**config.mk**
```make
export PLATFORM = sky130hd
export DESIGN_NAME = usvg_div_cell
export DESIGN_NICKNAME = d
export VERILOG_FILES = /design/src/hdl/usvg_pkg.sv /design/src/hdl/usvg_div_cell.sv
export SDC_FILE = /design/constraint.sdc
export NUM_CORES = 1
export LEC_CHECK = 0
export ABC_CLOCK_PERIOD_IN_PS = 3200
export BUFFER_PORTS_ARGS = -buffer_cell sky130_fd_sc_hd__buf_4
export CORE_MARGIN = 2
export CORE_UTILIZATION = 45
export CTS_CLUSTER_DIAMETER = 150
export DETAILED_ROUTE_END_ITERATION = 7
export HOLD_SLACK_MARGIN = 0.12
export PLACE_DENSITY = 0.85
export SLEW_MARGIN = 30
export SYNTH_ARGS = -nofsm -noshare
export SYNTH_HDL_FRONTEND = slang
export SYNTH_SLANG_ARGS = --single-unit
```
**constraint.sdc**
```tcl
create_clock -name i_clk -period 3.2 [get_ports i_clk]
set_input_delay 0.32 -clock i_clk [delete_from_list [all_inputs] [get_ports i_clk]]
set_output_delay 0.32 -clock i_clk [all_outputs]
set_load 0.005 [all_outputs]
```
**src/hdl/usvg_pkg.sv**
```systemverilog
// Shared types, constants and step functions of the UV-sphere vertex generator.
// No dependencies; every other file imports this package.
`default_nettype none

package usvg_pkg;

    // Field widths
    localparam int CNT_W  = 11;
    localparam int RAD_W  = 16;
    localparam int TEX_W  = 17;
    localparam int POS_W  = 17;
    localparam int NRM_W  = 16;
    localparam int XY_W   = 33;
    localparam int Z_W    = 33;
    localparam int UNIT_W = 32;

    // One quotient bit per divider cell
    localparam int DIV_STEPS = 17;

    // Defaults for the top-level parameters
    localparam int MAX_DIVISIONS_DEF = 1024;
    localparam int CORDIC_STEPS_DEF  = 16;

    // Configuration register indexes
    localparam logic [1:0] CFG_SECTOR_COUNT  = 2'd0;
    localparam logic [1:0] CFG_STACK_COUNT   = 2'd1;
    localparam logic [1:0] CFG_SPHERE_RADIUS = 2'd2;

    // CORDIC start vector (gain compensated) and arctangents in Q0.32 turns
    localparam logic signed [XY_W-1:0] GAIN_Q30 = 33'sd652032874;
    localparam int ATAN_ENTRIES = 24;
    localparam logic [31:0] ATAN_TURNS [ATAN_ENTRIES] = '{
        32'd536870912, 32'd316933406, 32'd167458907, 32'd85004756,
        32'd42667331,  32'd21354465,  32'd10679838,  32'd5340245,
        32'd2670163,   32'd1335087,   32'd667544,    32'd333772,
        32'd166886,    32'd83443,     32'd41722,     32'd20861,
        32'd10430,     32'd5215,      32'd2608,      32'd1304,
        32'd652,       32'd326,       32'd163,       32'd81
    };

    // One lane of the restoring divider: partial remainder and shifting
    // numerator bits, which turn into quotient bits from the bottom up
    typedef struct packed {
        logic [CNT_W-1:0] rem;
        logic [TEX_W-1:0] nq;
    } t_div_lane;

    typedef struct packed {
        logic      valid;
        logic      in_range;
        t_div_lane stk;
        t_div_lane sec;
    } t_div_beat;

    typedef struct packed {
        logic signed [XY_W-1:0] x;
        logic signed [XY_W-1:0] y;
        logic signed [Z_W-1:0]  z;
        logic [1:0]             q;
    } t_cordic_lane;

    typedef struct packed {
        logic             valid;
        logic             in_range;
        logic [TEX_W-1:0] tex_s;
        logic [TEX_W-1:0] tex_t;
        t_cordic_lane     u;
        t_cordic_lane     v;
    } t_cordic_beat;

    // One restoring division step
    function automatic t_div_lane div_step(input t_div_lane l, input logic [CNT_W-1:0] d);
        logic [CNT_W:0] t;
        t_div_lane      r;
        t = {l.rem, l.nq[TEX_W-1]};
        if (t >= {1'b0, d}) begin
            r.rem = CNT_W'(t - {1'b0, d});
            r.nq  = {l.nq[TEX_W-2:0], 1'b1};
        end else begin
            r.rem = t[CNT_W-1:0];
            r.nq  = {l.nq[TEX_W-2:0], 1'b0};
        end
        return r;
    endfunction

    // Split a phase into quadrant and residual; start the CORDIC vector
    function automatic t_cordic_lane lane_init(input logic [31:0] phase);
        t_cordic_lane l;
        l.q = 2'(phase[31:30] + {1'b0, phase[29]});
        l.z = Z_W'($signed(phase[29:0]));
        l.x = GAIN_Q30;
        l.y = '0;
        return l;
    endfunction

    // Clamp a CORDIC output to plus or minus one in Q2.30
    function automatic logic signed [UNIT_W-1:0] clamp_unit(input logic signed [XY_W-1:0] v);
        if (v > 33'sd1073741824) begin
            return 32'sd1073741824;
        end else if (v < -33'sd1073741824) begin
            return -32'sd1073741824;
        end
        return v[UNIT_W-1:0];
    endfunction

endpackage

`default_nettype wire

```
**src/hdl/usvg_div_cell.sv**
```systemverilog
// One cell of the divider chain: one quotient bit for the stack and sector lanes.
// Depends on usvg_pkg.
`default_nettype none

module usvg_div_cell
    import usvg_pkg::*;
(
    input  wire logic             i_clk,
    input  wire logic             i_rst_n,
    input  wire t_div_beat        i_beat,
    input  wire logic [CNT_W-1:0] i_stack_count,
    input  wire logic [CNT_W-1:0] i_sector_count,
    output t_div_beat             o_beat
);

    t_div_beat r_beat;
    t_div_beat n_beat;

    // Take one step on each lane
    always_comb begin
        n_beat          = i_beat;
        n_beat.stk      = div_step(i_beat.stk, i_stack_count);
        n_beat.sec      = div_step(i_beat.sec, i_sector_count);
    end

    // Hold the beat valid bit under reset, advance the payload
    always_ff @(posedge i_clk) begin
        if (!i_rst_n) begin
            r_beat.valid <= 1'b0;
        end else begin
            r_beat.valid <= n_beat.valid;
        end
        r_beat.in_range <= n_beat.in_range;
        r_beat.stk      <= n_beat.stk;
        r_beat.sec      <= n_beat.sec;
    end

    assign o_beat = r_beat;

endmodule

`default_nettype wire

```
* After elaboration in Yosys (flattened, before gate mapping)
Index checks and enable logic that the tools add are counted.
Widths: inputs -> output; s select.
** Word-level totals
- Register bits after elaboration :: 58
- Input port bits :: 82
- Output and inout bits :: 58
** Cells by class
- Add/sub/neg operators :: 2
- Order comparisons :: 2
- Multiplexer cells :: 2
** Operators by type and width (count)
- $mux 28 :: 2
- $ge 12x11->1 :: 2
- $sub 11x11->11 :: 2

* Depth between registers and ports, before layout
- Depth in word-level cells :: 2
- Gate-level depth with buffers :: 9
- Gate-level depth less buffers :: 9

* Worst setup path before layout
No wires, ideal clock.
- Kind :: input -> register
- From :: input port i_beat[16] in the netlist's numbering
- To :: register r_beat, in the netlist o_beat[20]
- Setup time :: 0.121 ns
- Arrival time :: 2.198 ns
- Slack :: 0.881 ns
- Stages on the path :: 9
- Path buffers :: 1
- Cells stage by stage :: inv_1 -> ha_1 -> fa_1 -> nand2b_1 -> a21oi_1 -> a41oi_1 -> o31ai_2 -> buf_6 -> mux2_2
** RTL lines
- start: declaration :: RTL line usvg_div_cell.sv:10 : input wire t_div_beat i_beat,
- end: declaration :: RTL line usvg_div_cell.sv:16 : t_div_beat r_beat;

==> impl_metrics.yaml <==
die:
  die_w_um: 81.6
  pin_count: 140
  initial_core_util_pct: 46.0
  die_y_um: 81.6
  fp.dieArea_sq_mm: 0.00666
  core_area_sq_mm: 0.00589
  rows: 28
global_route:
  grt_max_degree: 13
  grt_pass1_wl_um: 13300
  antenna_found_initial: 0
  grt_pass1_vias: 2797
  grt.total_usage_pct: 26.5
  overflow: 0
sta:
  slew-limit-headroom_pct: 65.3
  fin_crit_sh_pct: 74.1
  timing.setup.tns_ns: 0
  grt_setup_unrepaired: "false"
  worst-slew-pin-transition_ns: 0.515
  finalSetupViolCount: 0
  finalMaxSlewViolations: 0
  finalHoldViolations: 0
  layout_min_cycle_time_ns: 2.37
  clock.fmax_mhz: 422
worst_setup_path:
  cp-start-kind: "input pin"
  worstPathRequired_ns: 3.42
  max_stage_delay_ns: 0.44
  slowest_stage: "fa_1"
  crit_top_cell: "buf_4"
  endpoint_kind: "flip-flop"
  path_cells: "buf_4 -> inv_1 -> ha_1 -> fa_1 -> nand2b_1 -> a21oi_1 -> a41oi_1 -> o31ai_2 -> buf_4 -> mux2_2"
  crit_arrival_ns: 2.60
  path_max_fanout: 12
  path_class: "in2reg"
logic_synthesis:
  avgSynthCellArea_sq_um: 9.61
  yosysTopAreaCell: "dfxtp_1"
  yosys_warnings: 0
  synth_fp_nets: 388
  ys_types: 47
  syn_area_sq_mm: 0.00271
  synthTopCellsByArea: "dfxtp_1, ha_1, inv_1"
  synth_ff_type: "dfxtp_1"
  netlist.area_leader.share_pct: 42.8
  synthCells: 282
  synth-edff-count: 0
  synth-async-reset-ratio_pct: 0
  yosysSeqAreaShare_pct: 42.8
  ys_ff_latch: 58
detailed_routing:
  drt_iter0_markers: 186
  routedWlPerCell_um: 16.5
  vias: 2844
  drc_errors: 0
  wirelength_um: 8950
  dr.pass1.iters: 4
  routed_via_density: 5.24
  antenna_left: 0
place:
  numPortBuffers: 139
  dpl.hpwl_um: 5850
  gp_congestion: 0.845
finish:
  syn_to_final_growth_pct: 61.7
  largest_reg_flops: 58
  drive_gt1_share_pct: 37.0
  final_util_pct: 74.5
  antenna_cells: 0
  nets: 569
power:
  powerDensity_mw_per_mm2: 499
  peakVddDrop_mv: 0.346
  p_leak_nw: 2.16
clock_tree:
  clock_path_buffers: 2
  numClockSinks: 58
  cts_max_level: 3
  cts_buffers: 9
  path_clk_slew_ns: 0.07
  clock-root-buffer: "clkbuf_8"
  cts_tree: "yes"
worst_hold_path:
  hold_path_class: "in2reg"
flow_run:
  cap_violations: 0
status:
  status: "complete, no violations"
metal layers:
metal | global-route usage (%) | part of all wire (%) | vias up
met3 | 7.03 | 8.7 | 21
met1 | 28.1 | 37 | 1282
met2 | 49.4 | 52 | 176
met5 | 0 | 0 | -
met4 | 10.8 | 2.6 | 0
li1 | - | - | 1365
power by group:
| part | internal (mW) | leakage, nW | switching [mW] | total, mW |
|---|---|---|---|---|
| clock network | 0.445 | 0.106 | 0.331 | 0.776 |
| registers | 0.802 | 0.489 | 0.0283 | 0.831 |
| logic | 0.325 | 1.56 | 0.255 | 0.580 |
| total | 1.57 | 2.16 | 0.614 | 2.19 |
worst max-delay path, delay by kind of cell:
family | cells | cell delay (ns)
AND/OR/NAND/NOR | 1 | 0.23
buffers and inverters | 3 | 0.41
multiplexers | 1 | 0.37
AO/OA/AOI/OAI | 3 | 0.59
adder cells (fa/ha/maj) | 2 | 0.67
what timing repair did:
action / 4_1_cts / 5_1_grt
setup buffers: 0 / 0
gates resized for setup: 0 / 0
hold endpoints to repair: 33 / 0
endpoints found under the setup margin: 0 / 0
hold buffers: 33 / 0
cell type report:
| cell class | instances | area, sq um |
|---|---|---|
| fillers | 386 | 1500 |
| flip-flops and latches | 58 | 1160 |
| clock buffers | 9 | 124 |
| well taps | 75 | 93.8 |
| inverters | 35 | 134 |
| multi-input cells | 186 | 1390 |
| repair buffers | 173 | 1380 |
| clock inverters | 7 | 101 |
path summary, 6_finish.rpt:
check,from,endpoint,slack (ns),cells past startpoint
setup / recovery,i_beat[16],o_beat[19]$_DFF_P_,0.83,10
hold / removal,i_beat[57],o_beat[57]$_SDFF_PN0_,0.20,2
stage by stage:
stage	hold WS [ns]	worst slack, ns	cell area (sq um)	total power, mW	instances
2_1_floorplan	0.348	0.881	2710	1.11	282
3_3_place_gp	0.424	0.731	3830	1.35	494
3_5_place_dp	0.426	0.646	3830	1.37	494
4_1_cts	0.181	0.994	4380	2.16	543
5_1_grt	0.205	0.807	4380	2.28	543
6_report	0.203	0.828	4380	2.19	543
Yosys cell counts, drive strengths merged, types with 2 or more instances:
| cell type | number |
|---|---|
| dfxtp | 58 |
| and3 | 2 |
| fa | 2 |
| mux2 | 11 |
| nand3b | 2 |
| o311ai | 2 |
| nand3 | 9 |
| a21oi | 19 |
| or3 | 2 |
| ha | 22 |
| o211ai | 4 |
| a211oi | 5 |
| o31ai | 4 |
| mux2i | 3 |
| inv | 35 |
| a41oi | 3 |
| a211o | 3 |
| a31oi | 3 |
| buf | 3 |
| nand2b | 3 |
| xnor2 | 4 |
| nor2b | 4 |
| nor2 | 23 |
| nand2 | 8 |
| a21o | 5 |
| o21a | 5 |
| xor2 | 2 |
| o21ai | 15 |
| nand4 | 3 |
| nor3 | 6 |
cells in the final DEF (no fill, tap or decap), types with 3 or more instances in the layout:
| cell | instances |
|---|---|
| buf_4 | 140 |
| dfxtp_1 | 58 |
| inv_1 | 34 |
| dlygate4sd3_1 | 33 |
| nor2_1 | 22 |
| ha_1 | 22 |
| a21oi_1 | 19 |
| o21ai_0 | 15 |
| nand3_1 | 9 |
| clkbuf_8 | 9 |
| nand2_1 | 8 |
| nor3_1 | 6 |
| mux2_2 | 6 |
| a21o_1 | 5 |
| o21a_1 | 5 |
| a211oi_1 | 5 |
| mux2_4 | 5 |
| nor2b_1 | 4 |
| xnor2_1 | 4 |
| o211ai_1 | 4 |
| nand2b_1 | 3 |
| a41oi_1 | 3 |
| nand4_1 | 3 |
| a211o_1 | 3 |
| mux2i_1 | 3 |
| a31oi_1 | 3 |
| o31ai_1 | 3 |
cell families (layout without fill, tap and decap cells):
logic type,Yosys count,in the layout,synth area share [%]
buffers and inverters,38,224,5.96
multiplexers,14,14,6.37
AND/OR/NAND/NOR,67,67,12.8
flip-flops,58,58,42.8
XOR/XNOR,6,6,1.94
AO/OA/AOI/OAI,75,75,18.4
adder cells (fa/ha/maj),24,24,11.6
Power figures use the tool's default switching activity.
