**src/hdl/usvg_pkg.sv**
```systemverilog
// Shared types, constants and step functions of the UV-sphere vertex generator.
// No dependencies; every other file imports this package.
`default_nettype none

package usvg_pkg;

    // Field widths
    localparam int CNT_W  = 11;
    localparam int RAD_W  = 16;
    localparam int TEX_W  = 17;
    localparam int POS_W  = 17;
    localparam int NRM_W  = 16;
    localparam int XY_W   = 33;
    localparam int Z_W    = 33;
    localparam int UNIT_W = 32;

    // One quotient bit per divider cell
    localparam int DIV_STEPS = 17;

    // Defaults for the top-level parameters
    localparam int MAX_DIVISIONS_DEF = 1024;
    localparam int CORDIC_STEPS_DEF  = 16;

    // Configuration register indexes
    localparam logic [1:0] CFG_SECTOR_COUNT  = 2'd0;
    localparam logic [1:0] CFG_STACK_COUNT   = 2'd1;
    localparam logic [1:0] CFG_SPHERE_RADIUS = 2'd2;

    // CORDIC start vector (gain compensated) and arctangents in Q0.32 turns
    localparam logic signed [XY_W-1:0] GAIN_Q30 = 33'sd652032874;
    localparam int ATAN_ENTRIES = 24;
    localparam logic [31:0] ATAN_TURNS [ATAN_ENTRIES] = '{
        32'd536870912, 32'd316933406, 32'd167458907, 32'd85004756,
        32'd42667331,  32'd21354465,  32'd10679838,  32'd5340245,
        32'd2670163,   32'd1335087,   32'd667544,    32'd333772,
        32'd166886,    32'd83443,     32'd41722,     32'd20861,
        32'd10430,     32'd5215,      32'd2608,      32'd1304,
        32'd652,       32'd326,       32'd163,       32'd81
    };

    // One lane of the restoring divider: partial remainder and shifting
    // numerator bits, which turn into quotient bits from the bottom up
    typedef struct packed {
        logic [CNT_W-1:0] rem;
        logic [TEX_W-1:0] nq;
    } t_div_lane;

    typedef struct packed {
        logic      valid;
        logic      in_range;
        t_div_lane stk;
        t_div_lane sec;
    } t_div_beat;

    typedef struct packed {
        logic signed [XY_W-1:0] x;
        logic signed [XY_W-1:0] y;
        logic signed [Z_W-1:0]  z;
        logic [1:0]             q;
    } t_cordic_lane;

    typedef struct packed {
        logic             valid;
        logic             in_range;
        logic [TEX_W-1:0] tex_s;
        logic [TEX_W-1:0] tex_t;
        t_cordic_lane     u;
        t_cordic_lane     v;
    } t_cordic_beat;

    // One restoring division step
    function automatic t_div_lane div_step(input t_div_lane l, input logic [CNT_W-1:0] d);
        logic [CNT_W:0] t;
        t_div_lane      r;
        t = {l.rem, l.nq[TEX_W-1]};
        if (t >= {1'b0, d}) begin
            r.rem = CNT_W'(t - {1'b0, d});
            r.nq  = {l.nq[TEX_W-2:0], 1'b1};
        end else begin
            r.rem = t[CNT_W-1:0];
            r.nq  = {l.nq[TEX_W-2:0], 1'b0};
        end
        return r;
    endfunction

    // Split a phase into quadrant and residual; start the CORDIC vector
    function automatic t_cordic_lane lane_init(input logic [31:0] phase);
        t_cordic_lane l;
        l.q = 2'(phase[31:30] + {1'b0, phase[29]});
        l.z = Z_W'($signed(phase[29:0]));
        l.x = GAIN_Q30;
        l.y = '0;
        return l;
    endfunction

    // Clamp a CORDIC output to plus or minus one in Q2.30
    function automatic logic signed [UNIT_W-1:0] clamp_unit(input logic signed [XY_W-1:0] v);
        if (v > 33'sd1073741824) begin
            return 32'sd1073741824;
        end else if (v < -33'sd1073741824) begin
            return -32'sd1073741824;
        end
        return v[UNIT_W-1:0];
    endfunction

endpackage

`default_nettype wire

```
**src/hdl/usvg_cordic_cell.sv**
```systemverilog
// One CORDIC rotation cell for the stack and sector angles, with side data.
// Depends on usvg_pkg.
`default_nettype none

module usvg_cordic_cell
    import usvg_pkg::*;
#(
    parameter int STEP = 0
) (
    input  wire logic         i_clk,
    input  wire logic         i_rst_n,
    input  wire t_cordic_beat i_beat,
    output t_cordic_beat      o_beat
);

    localparam logic signed [Z_W-1:0] ATAN = Z_W'($signed({1'b0, ATAN_TURNS[STEP]}));

    function automatic t_cordic_lane rotate(input t_cordic_lane l);
        t_cordic_lane r;
        r = l;
        if (!l.z[Z_W-1]) begin
            r.x = l.x - (l.y >>> STEP);
            r.y = l.y + (l.x >>> STEP);
            r.z = l.z - ATAN;
        end else begin
            r.x = l.x + (l.y >>> STEP);
            r.y = l.y - (l.x >>> STEP);
            r.z = l.z + ATAN;
        end
        return r;
    endfunction

    t_cordic_beat r_beat;
    t_cordic_beat n_beat;

    // Rotate both lanes towards zero residual angle
    always_comb begin
        n_beat   = i_beat;
        n_beat.u = rotate(i_beat.u);
        n_beat.v = rotate(i_beat.v);
    end

    always_ff @(posedge i_clk) begin
        if (!i_rst_n) begin
            r_beat.valid <= 1'b0;
        end else begin
            r_beat.valid <= n_beat.valid;
        end
        r_beat.in_range <= n_beat.in_range;
        r_beat.tex_s    <= n_beat.tex_s;
        r_beat.tex_t    <= n_beat.tex_t;
        r_beat.u        <= n_beat.u;
        r_beat.v        <= n_beat.v;
    end

    assign o_beat = r_beat;

endmodule

`default_nettype wire

```
**config.mk**
```make
export PLATFORM = sky130hd
export DESIGN_NAME = usvg_cordic_cell
export DESIGN_NICKNAME = d
export VERILOG_FILES = /design/src/hdl/usvg_pkg.sv /design/src/hdl/usvg_cordic_cell.sv
export SDC_FILE = /design/constraint.sdc
export NUM_CORES = 1
export LEC_CHECK = 0
export BUFFER_PORTS_ARGS = -buffer_cell sky130_fd_sc_hd__buf_4
export CORE_MARGIN = 4
export CORE_UTILIZATION = 50
export CTS_CLUSTER_SIZE = 40
export DETAILED_ROUTE_END_ITERATION = 10
export MAX_ROUTING_LAYER = met4
export PLACE_DENSITY = 0.78
export SLEW_MARGIN = 15
export SYNTH_ARGS = -nofsm -noshare
export SYNTH_HDL_FRONTEND = slang
export SYNTH_SLANG_ARGS = --single-unit
```
**constraint.sdc**
```tcl
create_clock -name i_clk -period 3 [get_ports i_clk]
set_input_delay 0.15 -clock i_clk [delete_from_list [all_inputs] [get_ports i_clk]]
set_output_delay 0.15 -clock i_clk [all_outputs]
set_load 0.01 [all_outputs]
```
# == Word level (Yosys, flattened, before mapping) ==
# Index checks and enable logic that the tools add are counted.
# totals
regBits,238
latchBits,0
ram_bits,0
rom_bits,0
inputBits,240
n_memories,0
# classes
add_sub_neg,10
multipliers,0
div_mod_pow,0
order_cmp,0
n_eq_ne,0
shifts,0
n_mux,2
bitwise_logic,0
reduce_logical,0
# op_table
operator,count
two-way mux 99 bit,2
subtractor 33 bit,4
"adder 33 x 31 -> 33 bit, second input constant",2
adder 33 bit,2
"subtractor 33 x 31 -> 33 bit, second input constant",2

# == Depth between registers and ports, before layout ==
# logic_depth
word_depth,2
mapped_depth,13
ltp_nobuf,12

# == Worst setup path before layout ==
# OpenSTA, ideal clock, no wires.
# synth_timing
path_type,in2reg
from,input i_beat[145] (netlist bit)
to,"register r_beat, in the netlist o_beat[166]"
setup_ns,0.128
arrival_time_ns,2.563
required_time_ns,2.872
path_slack_ns,0.309
path_stages,12
cell_sequence,inv_1 -> ha_1 -> buf_2 -> inv_2 -> a2111oi_4 -> or4b_1 -> a31oi_1 -> o21ai_1 -> a21o_1 -> a221oi_2 -> o221ai_1 -> xnor2_1
# synth_lines
element,line,rtl
start: declaration,usvg_cordic_cell.sv:12,"input wire t_cordic_beat i_beat,"
end: declaration,usvg_cordic_cell.sv:33,t_cordic_beat r_beat;

==> impl_metrics.tcl <==
set metrics [dict create \
    cts_buffer_depth 3 \
    yosys_warnings 0 \
    drc 0 \
    post_cts_buffers 0 \
    drtPass1Iterations 9 \
    worstMarginPinSlew_ps 1140 \
    ys_top_cells_by_area "dfxtp_1, ha_1, a21oi_1" \
    synth_compound_area_share_pct 24.1 \
    core_area_um2 31600 \
    peakVddDrop_mv 0.468 \
    power.total_w 0.0120 \
    postRouteAntennaNets 0 \
    syn2layout_area_growth_pct 44.8 \
    portBuffers 477 \
    hold_path_class "in2reg" \
    htreeDepth 1 \
    synthDistinctLibCells 84 \
    dieArea_um2 34900 \
    status "complete, no violations" \
    postLayoutCellArea_um2 23200 \
    synth_xor_xnor_area_share_pct 6.84 \
    maxCapViolCount 0 \
    grt_antenna_before_repair 4 \
    netlist.area_leader.share_pct 29.5 \
    synth_top_family_by_area "compound AO/OA/AOI/OAI gates" \
    yosys.area_share.adder_pct 16.3 \
    ys_seq_elements 236 \
    wl_per_cell_um 21.8 \
    nNetsFinal 3121 \
    syn_inst 1973 \
    io_pins 478 \
    synthFlopType "dfxtp_1" \
    root_buffer "clkbuf_16" \
    std_cell_rows 65 \
    postPlaceCellArea_um2 21100 \
    synth_top_area_cell "dfxtp_1" \
    start_util_pct 50.7 \
    grt_pass1_vias 18000 \
    die_width_um 187 \
    syn-cell-area_um2 16000 \
    grt_max_degree 72 \
    drt_wl_total_um 67600 \
    tritoncts "yes" \
    power_density_nw_per_um2 516 \
    grt_usage_pct 37.7 \
    synth-simple-area-share_pct 14.6 \
    rsz0062_at_grt "no" \
    fillCellCount 2344 \
    synth-async-reset-ratio_pct 0 \
    worstPathRequired_ps 3460 \
    cts.sinks 236 \
    crit_end "o_beat[162]" \
    seq_area_frac_synth_pct 29.5 \
    critical_path.startpoint_type "primary input" \
    setup_violations 0 \
    hold_violations 0 \
    place.gp.congestion 0.991 \
    grt_pass1_wl_um 104000 \
    fin_crit_ps 2860 \
    gr-total-overflow 0 \
    drt_iter0_drc 1724 \
    numCtsBuffers 27 \
    fin_setup_tns_ps 0 \
    crit_type "in2reg" \
    leakagePower_nw 11.3 \
    die_y_um 187 \
    hpwlAfterDp_um 50400 \
    synth.avg_cell_area_um2 8.11 \
    end_kind "flip-flop" \
    drive_gt1_share_pct 27.0 \
    syn-num-nets 2417 \
    muxShareOfSynthArea_pct 1.63 \
    worstPathArrival_ps 3320 \
    path_max_fanout 4 \
    clkTransAtPathRegs_ps 70 \
    via_count 17900 \
    finalCritPeriodShare_pct 95.4 \
    fmax_mhz 350 \
    synth_edf_count 0 \
    cp-startpoint "i_beat[169]" \
    final_core_util_pct 73.5 \
    largest_reg_flops 236 \
    viasPerCell 5.78 \
    slew_headroom_pct 24.2 \
    maxSlewViolCount 0 \
]
## cell type report
cell class                 count  area, um^2  area share [%]
multi-input combinational   1443       10200            43.8
timing repair buffer         769        6070            26.2
inverter                     200         751            3.24
sequential                   236        4720            20.4
tap                          402         503            2.17
antenna                        4        10.0          0.0432
clock inverter                11         193           0.831
clock buffer                  37         763            3.29
## routing by layer
metal | track usage (%) | wire length [um] | vias to the layer above
li1 | - | - | 8240
met1 | 46.5 | 26800 | 8469
met2 | 62.5 | 32200 | 1032
met3 | 6.49 | 5880 | 182
met4 | 13.4 | 2740 | 0
met5 | - | 0 | -
## power breakdown
group	internal [W]	switching, W
registers	0.00365	0.000225
logic	0.00207	0.00238
clock network	0.00214	0.00149
total	0.00786	0.00409
## synthesized netlist by cell type (6+ instances only)
master and instances:
a31oi_1 17, o211ai_1 18, a21oi_1 203, ha_1 196, xor2_1 27, o2111ai_1 6, nand2b_1 20, xnor2_1 98
o21bai_1 33, inv_2 13, nand2_1 97, a211oi_1 21, mux2i_1 25, buf_2 6, buf_1 25, nor2_1 161
nand3_1 30, or3_1 17, or2_2 6, nand4_1 23, and2_1 9, fa_1 8, a21o_1 46, o22ai_1 8
nor3_1 36, clkbuf_1 61, nor4_1 15, o21ai_0 90, o31ai_1 17, nand3b_1 7, inv_1 185, o21a_1 12
o21ai_1 51, dfxtp_1 236, nor2b_1 32
## cell families after synthesis
group	after synthesis
compound gates	607
buf+inv	294
mux	26
flops	236
xor+xnor	125
simple gates	481
fa+ha+maj	204
## layout by cell type (no fill, tap or decap), types with 17 or more instances in the layout
cell	netlist	final
nor3_1	36	36
nor2_1	161	161
dfxtp_1	236	236
nand3_1	30	30
ha_1	196	196
xnor2_1	98	98
clkbuf_16	0	27
inv_1	185	185
a211oi_1	21	21
o21ai_0	90	90
o31ai_1	17	17
a31oi_1	17	17
a21o_1	46	46
nand2b_1	20	20
buf_4	2	654
o21bai_1	33	33
nor2b_1	32	32
o21ai_1	51	51
or3_1	17	17
a21oi_1	203	202
nand2_1	97	97
xor2_1	27	27
mux2i_1	25	25
o211ai_1	18	18
nand4_1	23	23
dlygate4sd3_1	0	114
## worst max-delay path, cell delays in order
cell and delay [ps]:
buf_4 120, dlygate4sd3_1 570, ha_1 230, fa_1 400
nand2b_1 170, a21oi_1 150, o21ai_1 160, a211oi_1 260
buf_4 160, nor4b_1 50, o31ai_1 360, a211oi_1 150
a21oi_1 160, xor2_1 230
## worst min-delay path by stage
stage	start	endpoint	slack (ps)	cells after the start
after floorplan	i_beat[0]	o_beat[0]	180	0
after global placement	i_beat[128]	o_beat[128]	250	1
after detailed placement	i_beat[12]	o_beat[12]	260	1
after CTS	i_beat[94]	o_beat[61]	20	3
after global routing	i_beat[94]	o_beat[61]	30	3
final	i_beat[94]	o_beat[61]	50	3
## what timing repair did
| action | 4_1_cts | 5_1_grt |
|---|---|---|
| endpoints found under the setup margin | 0 | 3 |
| hold buffers | 114 | 0 |
| endpoints found under the hold margin | 111 | 0 |
| resized for setup | 0 | 1 |
## through the flow
step                setup WS (ps)  hold WS, ps  cells
floorplan                     309          178   1973
global placement            -68.4          255   2936
detailed placement           -135          256   2936
CTS                           162         23.6   3098
global route                 19.3         30.2   3102
finish                        139         49.2   3102
Note: power is estimated with default switching activity, not from simulation.
